<file path="src/sv/sst_pkg.sv">
// ----------------------------------------------------------------------------
// Spindle speed settle tracker package
// Shared types and constants for the tracker core and its step logic.
// ----------------------------------------------------------------------------
package sst_pkg;

  localparam logic [15:0] MaxStartMargin = 16'd1000;
  localparam logic [9:0]  TolReset       = 10'd20;

  typedef enum logic [1:0] {
    OpStart  = 2'd0,
    OpChange = 2'd1,
    OpStop   = 2'd2,
    OpTick   = 2'd3
  } op_e;

  typedef enum logic [1:0] {
    ModeStopped  = 2'd0,
    ModeChanging = 2'd1,
    ModeAtSpeed  = 2'd2,
    ModeStopping = 2'd3
  } mode_e;

  typedef struct packed {
    logic [1:0]  operation;
    logic [15:0] requested_speed;
    logic [15:0] measured_speed;
    logic        spinning;
  } in_item_t;

  typedef struct packed {
    logic [1:0] disk_mode;
    logic       speed_error;
    logic       settled;
  } out_item_t;

  typedef struct packed {
    mode_e       mode;
    logic [15:0] target_speed;
    logic [15:0] last_speed;
    logic [15:0] lowest_extreme;
    logic [16:0] highest_extreme;
    logic        direction_unknown;
    logic        rising;
    logic        unchanged_once;
  } trk_state_t;

endpackage

</file>
<file path="src/sv/sst_step.sv">
// ----------------------------------------------------------------------------
// Spindle speed settle tracker step logic
// Computes the next tracker state and the result for one request.
// ----------------------------------------------------------------------------
module sst_step import sst_pkg::*; (
  input  trk_state_t state_i,
  input  in_item_t   item_i,
  input  logic [9:0] tol_i,
  output trk_state_t state_o,
  output out_item_t  result_o
);

  trk_state_t  s;
  logic        err;
  logic        settled;
  logic        enter;
  logic        up;
  logic [15:0] cur;
  logic [15:0] prev;
  logic [15:0] tgt;
  logic [15:0] tol_ext;
  logic [15:0] lo_edge;
  logic [16:0] hi_edge;
  op_e         op;

  assign op      = op_e'(item_i.operation);
  assign cur     = item_i.measured_speed;
  assign prev    = state_i.last_speed;
  assign tgt     = state_i.target_speed;
  assign up      = cur > prev;
  assign tol_ext = {6'd0, tol_i};
  assign lo_edge = (tgt > tol_ext) ? (tgt - tol_ext) : 16'd0;
  assign hi_edge = {1'b0, tgt} + {7'd0, tol_i};

  always_comb begin
    s       = state_i;
    err     = 1'b0;
    settled = 1'b0;
    enter   = 1'b0;
    unique case (op)
      OpStart: begin
        enter = (state_i.mode == ModeStopped) || (state_i.mode == ModeStopping);
      end
      OpChange: begin
        enter = (state_i.mode == ModeChanging) || (state_i.mode == ModeAtSpeed);
      end
      OpStop: begin
        if ((state_i.mode == ModeChanging) || (state_i.mode == ModeAtSpeed)) begin
          s.mode = ModeStopping;
        end
      end
      OpTick: begin
        if (state_i.mode == ModeChanging) begin
          s.last_speed = cur;
          if (cur != prev) begin
            s.unchanged_once = 1'b0;
            if (state_i.direction_unknown) begin
              s.direction_unknown = 1'b0;
            end else if (up && !state_i.rising) begin
              if ((cur <= tgt) || (prev < tgt)) begin
                s.lowest_extreme = prev;
              end
            end else if (!up && state_i.rising) begin
              if ((cur >= tgt) || (prev > tgt)) begin
                s.highest_extreme = {1'b0, prev};
              end
            end
            s.rising = up;
          end else begin
            if (state_i.unchanged_once) begin
              if (cur == tgt) begin
                s.lowest_extreme  = tgt;
                s.highest_extreme = {1'b0, tgt};
              end else begin
                err = 1'b1;
              end
            end
            s.unchanged_once = 1'b1;
          end
          if ((s.lowest_extreme >= lo_edge) && (s.highest_extreme <= hi_edge)) begin
            s.mode  = ModeAtSpeed;
            settled = 1'b1;
          end
        end else if (state_i.mode == ModeStopping) begin
          if (!item_i.spinning) begin
            s.mode = ModeStopped;
          end
        end
      end
      default: begin
        s = state_i;
      end
    endcase
    if (enter) begin
      s.mode              = ModeChanging;
      s.target_speed      = item_i.requested_speed;
      s.last_speed        = item_i.measured_speed;
      s.direction_unknown = 1'b1;
      s.lowest_extreme    = 16'd0;
      s.highest_extreme   = {1'b0, item_i.requested_speed} + {1'b0, MaxStartMargin};
      s.unchanged_once    = 1'b0;
    end
  end

  assign state_o              = s;
  assign result_o.disk_mode   = s.mode;
  assign result_o.speed_error = err;
  assign result_o.settled     = settled;

endmodule

</file>
<file path="src/sv/spindle_speed_settle_tracker_core.sv">
// ----------------------------------------------------------------------------
// Spindle speed settle tracker core
// Follows a disk through stopped, changing, at speed and stopping modes.
// ----------------------------------------------------------------------------
// Each request passes through an input register and is resolved combinationally
// against the tracker state, landing in a result register; one request is taken
// every cycle while results are drained. The rate is set by the state update of
// the step logic, whose result feeds straight back into the tracker state register.
module spindle_speed_settle_tracker_core import sst_pkg::*; (
  input  logic       clk_i,
  input  logic       rst_ni,
  input  logic       in_valid_i,
  output logic       in_stall_o,
  input  in_item_t   in_data_i,
  output logic       out_valid_o,
  input  logic       out_stall_i,
  output out_item_t  out_data_o,
  input  logic       cfg_valid_i,
  output logic       cfg_ready_o,
  input  logic [9:0] cfg_data_i
);

  logic       in_valid_q;
  in_item_t   in_item_q;
  logic       out_valid_q;
  out_item_t  out_item_q;
  logic [9:0] tol_q;
  trk_state_t state_q;
  trk_state_t state_d;
  out_item_t  result_d;
  logic       advance;
  logic       fire;

  assign advance     = !out_valid_q || !out_stall_i;
  assign fire        = in_valid_q && advance;
  assign in_stall_o  = in_valid_q && !advance;
  assign cfg_ready_o = 1'b1;
  assign out_valid_o = out_valid_q;
  assign out_data_o  = out_item_q;

  sst_step u_step (
    .state_i  (state_q),
    .item_i   (in_item_q),
    .tol_i    (tol_q),
    .state_o  (state_d),
    .result_o (result_d)
  );

  always_ff @(posedge clk_i or negedge rst_ni) begin
    if (!rst_ni) begin
      in_valid_q <= 1'b0;
    end else if (!in_stall_o) begin
      in_valid_q <= in_valid_i;
    end
  end

  always_ff @(posedge clk_i) begin
    if (in_valid_i && !in_stall_o) begin
      in_item_q <= in_data_i;
    end
  end

  always_ff @(posedge clk_i or negedge rst_ni) begin
    if (!rst_ni) begin
      out_valid_q <= 1'b0;
    end else if (advance) begin
      out_valid_q <= in_valid_q;
    end
  end

  always_ff @(posedge clk_i) begin
    if (fire) begin
      out_item_q <= result_d;
    end
  end

  always_ff @(posedge clk_i or negedge rst_ni) begin
    if (!rst_ni) begin
      tol_q <= TolReset;
    end else if (cfg_valid_i && cfg_ready_o) begin
      tol_q <= cfg_data_i;
    end
  end

  always_ff @(posedge clk_i or negedge rst_ni) begin
    if (!rst_ni) begin
      state_q.mode              <= ModeStopped;
      state_q.target_speed      <= 16'd0;
      state_q.last_speed        <= 16'd0;
      state_q.lowest_extreme    <= 16'd0;
      state_q.highest_extreme   <= 17'd0;
      state_q.direction_unknown <= 1'b1;
      state_q.rising            <= 1'b1;
      state_q.unchanged_once    <= 1'b0;
    end else if (fire) begin
      state_q <= state_d;
    end
  end

  a_settled_at_speed: assert property (@(posedge clk_i) disable iff (!rst_ni)
    (out_valid_o && out_data_o.settled) |-> (out_data_o.disk_mode == ModeAtSpeed))
    else $error("settled result without at-speed mode");

  a_error_while_changing: assert property (@(posedge clk_i) disable iff (!rst_ni)
    (out_valid_o && out_data_o.speed_error) |->
      ((out_data_o.disk_mode == ModeChanging) || (out_data_o.disk_mode == ModeAtSpeed)))
    else $error("speed error reported outside changing mode");

  a_stall_needs_item: assert property (@(posedge clk_i) disable iff (!rst_ni)
    in_stall_o |-> (in_valid_q && out_valid_q))
    else $error("input stalled without a pending request");

  a_result_tracks_state: assert property (@(posedge clk_i) disable iff (!rst_ni)
    fire |=> (out_valid_o && (out_data_o.disk_mode == state_q.mode)))
    else $error("result mode differs from tracker state");

endmodule

</file>
<file path="config.mk">
export PLATFORM = sky130hd
export DESIGN_NAME = spindle_speed_settle_tracker_core
export DESIGN_NICKNAME = d
export VERILOG_FILES = /design/src/sv/sst_pkg.sv /design/src/sv/sst_step.sv /design/src/sv/spindle_speed_settle_tracker_core.sv
export SDC_FILE = /design/constraint.sdc
export NUM_CORES = 1
export LEC_CHECK = 0
export ABC_AREA = 0
export BUFFER_PORTS_ARGS = -buffer_cell sky130_fd_sc_hd__buf_2
export CORE_UTILIZATION = 55
export CTS_BUF_LIST = sky130_fd_sc_hd__clkbuf_4
export CTS_CLUSTER_DIAMETER = 200
export CTS_CLUSTER_SIZE = 25
export DETAILED_ROUTE_END_ITERATION = 10
export GPL_TIMING_DRIVEN = 0
export PLACE_DENSITY = 0.86
export SLEW_MARGIN = 20
export SYNTH_ARGS = -nofsm -noshare
export SYNTH_HDL_FRONTEND = slang
export SYNTH_SLANG_ARGS = --single-unit
export TNS_END_PERCENT = 5
</file>
<file path="constraint.sdc">
create_clock -name clk_i -period 4.5 [get_ports clk_i]
set_input_delay 1.125 -clock clk_i [delete_from_list [all_inputs] [get_ports clk_i]]
set_output_delay 1.125 -clock clk_i [all_outputs]
set_load 0.1 [all_outputs]
</file>
==> results.md <==
| Result | Value | Unit |
|---|---|---|
| Clock Latency Late Sink | 0.60 | ns |
| Initial core utilization | 0.565 | - |
| Number of nets in the finished design | 1214 | - |
| Global routing usage on met1 | 0.395 | - |
| Worst Setup Start Kind | flip-flop | - |
| Run status | complete, but fails checks | - |
| Peak-usage layer in the global routing report | met2 | - |
| Launching point of the worst reg2reg path | state_q[63] | - |
| Synthesized net count | 1102 | - |
| Crit path largest cell delay | 0.46 | ns |
| Htree depth | 4 | - |
| CTS tree | built | - |
| Compound-gate portion of the synthesized area | 0.212 | - |
| Final critical delay including setup and external delays | 4.66 | ns |
| Met2 usage in global routing | 0.495 | - |
| Initial DRC Count | 1021 | - |
| Largest family of logic cells by synthesized area | compound AO/OA/AOI/OAI gates | - |
| Count of clock tree sinks | 121 | - |
| Number of enable flip-flop cells after synthesis | 39 | - |
| Violations in the final reports | setup timing | - |
| Synth top area share | 0.227 | - |
| Total core area | 15200 | µm² |
| Final worst clock skew | 0.0245 | ns |
| Synth Cell Area | 8590 | µm² |
| DRC violations left | 0 | - |
| Register-to-Register Path Depth | 20 | - |
| Maximum number of pins on one net before global-route repair | 48 | - |
| Predominant post-synthesis flop cell | dfrtp_1 | - |
| Crit path top cell by count | buf_4 | - |
| Synthesis-stage register bit count | 121 | - |
| Synth top area cells | dfrtp_1 (23%), ha_1 (15%), edfxtp_1 (14%) | - |
| Fraction of synthesized cell area in xor and xnor cells | 0.0347 | - |
| Initial antenna violation count | 1 | - |
| Setup slack after layout | -0.160 | ns |
| Share of final-layout standard cells stronger than drive strength 1 | 0.221 | - |
| Height of the chip | 127 | µm |
| Sequential cell area fraction in the yosys report | 0.376 | - |
| Number of placement rows | 45 | - |
| Share of synthesized registers carrying an async set or reset | 0.678 | - |
| Highest attainable clock frequency | 215 | MHz |
| Vias post-DR | 8266 | - |
| Post-layout instance count excluding filler cells | 1259 | - |
| Simple-gate share of the synthesized area | 0.168 | - |
| Category of the critical setup timing path | reg -> reg | - |
| Maximum fanout encountered on the critical timing path | 7 | - |
| Normalized max-slew margin | 0.366 | - |
| Via-to-Cell Ratio | 6.57 | - |
| First-pass GRT wire length | 38400 | µm |
| Mux contribution to synthesized area | 0.00131 | - |
| Iteration count of the initial detailed-routing pass | 8 | - |
| Syn. warnings | 0 | - |
| Power density over the cells | 687 | nW/µm² |
| Final total negative setup slack | -0.329 | ns |
| Post-CTS Hold Buffers | 0 | - |
| Placer's final routability congestion estimate | 0.992 | - |
| Average wire length per cell after detail routing | 21.0 | µm |
| Cell Count Post-Placement | 1190 | - |
| Syn avg cell area | 9.09 | µm² |
| Critical path data required time | 4.85 | ns |
| Count of cell types in the netlist | 62 | - |
| R2r endpoint | out_data_o[3] | - |
| Clock buffer depth | 2 | - |
| Total count of max-transition violations in the final report | 0 | - |
| Kind of end point of the critical path | flip-flop | - |
| Width of the die | 127 | µm |
| Global-route met3 utilization | 0.0755 | - |
| Via count of the first global-routing pass | 7642 | - |
| Die Outline Area | 16100 | µm² |
| Data arrival time of the worst path | 5.01 | ns |
| Post-Syn Instances | 945 | - |
| GRT Total Usage | 0.313 | - |
| Inserted Clock Buffers | 17 | - |
| Reg2Reg Setup Slack | -0.16 | ns |
| Overflow after GRT | 0 | - |
| Remaining antenna violation count after routing | 0 | - |
| Slowest stage cell on the critical path | dfrtp_2 | - |
| RSZ-0062 raised after global routing | yes | - |
| Post-synthesis share of cell area spent on full adders, half adders and majority gates | 0.158 | - |
| Worst Max-Slew Pin Slew | 0.928 | ns |
| Final hold violation count | 0 | - |
| Placed wire-length estimate after detailed placement | 17900 | µm |
| Boundary Pins | 57 | - |
| Root buffer cell | clkbuf_4 | - |
| # Max-Cap Violations | 0 | - |
| Port-buffer cells | 54 | - |
| Final period util | 1.04 | - |
| Library cell with the largest summed area after synthesis | dfrtp_1 | - |
| Leak pwr | 0.00467 | µW |
| Overall routed net length | 26400 | µm |
| Cells along the critical path | clkinvlp_4 -> ha_4 -> nand4_1 -> buf_4 -> nor3_4 -> a21boi_4 -> o31a_1 -> buf_4 -> o311a_4 -> nor2_4 -> buf_6 -> buf_4 -> a21o_1 -> ha_1 -> nand4_1 -> buf_4 -> a311oi_4 -> o31ai_4 -> a31oi_1 -> a21boi_1 | - |
| Worst min path class | in -> async | - |
| Final count of negative-setup-slack endpoints | 4 | - |
| CP startpoint | state_q[63] | - |
| Clock-pin slew of the registers on the worst-case setup and hold paths | 0.13 | ns |
| Area added between synthesis and finish | 19.3 | % |
| Maximum resistive drop on vdd | 393 | µV |
-- routing by layer --
layer  share of wire  vias up
met5               0        -
met4           0.058        0
met3            0.12      159
met2            0.45      626
met1            0.37     3803
li1                -     3678
-- state kept, by name (all words and copies together), names as in the netlist --
| signal | cells |
|---|---|
| state_q | 70 |
| in_item_q | 35 |
| tol_q | 10 |
| out_data_o | 4 |
| in_valid_q | 1 |
| out_valid_o | 1 |
-- cell type report --
cell class | count | area, µm²
Inverter | 64 | 259
Tap cell | 188 | 235
Buffer | 32 | 178
Sequential cell | 121 | 3250
Clock buffer | 17 | 128
Clock inverter | 15 | 191
Multi-Input combinational cell | 717 | 5310
Fill cell | 1117 | 4960
Antenna cell | 1 | 2.50
Timing Repair Buffer | 104 | 693
-- critical path: cells and delay by family (launching register included) --
family                     cells  cell delay [ns]
AOI/OAI and AO/OA              8             1.61
buffers and inverters          6             1.07
and+or+nand+nor                4             0.65
adders and majority gates      2             0.64
DFF                            1             0.46
-- how the worst max path moves through the flow --
stage	end	slack [ns]
6_report	out_data_o[3]	-0.16
4_1_cts	out_data_o[2]	0.005
3_3_place_gp	out_data_o[2]	-0.99
5_1_grt	out_data_o[3]	-0.14
2_1_floorplan	out_data_o[2]	0.23
3_5_place_dp	out_data_o[2]	-1.0
-- power by group --
group	switching [µW]	total, µW	internal, µW
registers	380	1810	1430
logic	2540	4330	1790
clock network	498	896	398
-- cells in the mapped netlist (6+ instances only) --
library cell  count
xor2_1            8
a21o_1           25
o211ai_1         11
and2_1            6
a211oi_1          6
nor2b_1           7
a31oi_1           6
nand4_1          22
o21ai_0         100
o21bai_1          6
a221o_1          28
clkbuf_1         33
nand2_1         136
xnor2_1          26
or3_1             6
a21oi_1          49
inv_1            64
nor3_1           16
edfxtp_1         39
nor2_1           32
nand3_1          32
nand2b_1          9
ha_1            105
dfrtp_1          78
and3_1           17
a21boi_0          6
-- logic make-up after synthesis --
kind of cell,after synthesis
AO/OA/AOI/OAI,274
XOR/XNOR,34
adder cells (fa/ha/maj),107
other,1
flip-flops,121
buffers and inverters,107
multiplexers,1
AND/OR/NAND/NOR,300
-- what timing repair did --
action / 4_1_cts / 5_1_grt
resized for setup: 54 / 63
endpoints found under the setup margin: 5 / 5
gates cloned: 0 / 0
pin swaps: 15 / 36
buffers inserted: 23 / 24
-- cell usage in the layout, fill, tap and decap left out, types with 17 or more instances in the layout --
cell      Yosys  final
dfrtp_1      78     61
nand2_1     136    136
o21ai_0     100     94
inv_1        64     57
buf_2         5     56
dfrtp_2       0     17
a21oi_1      49     44
nand3_1      32     32
nor2_1       32     30
buf_4         2     49
ha_1        105     94
xnor2_1      26     26
nand4_1      22     22
edfxtp_1     39     39
clkbuf_4      0     18
clkbuf_1     33     18
a21o_1       25     25
a221o_1      28     28
-- stage by stage --
stage	setup WS, ns	util	power (µW)	hold slack [ns]	cell area [µm²]
floorplan	0.228	-	4100	0.438	8590
global placement	-0.990	0.598	4880	0.452	9090
detailed placement	-0.996	0.602	5040	0.479	9160
CTS	0.00533	0.643	6210	0.479	9780
global route	-0.135	0.674	7420	0.505	10200
finish	-0.160	0.674	7040	0.485	10200
(Power assumes the default switching activity.)
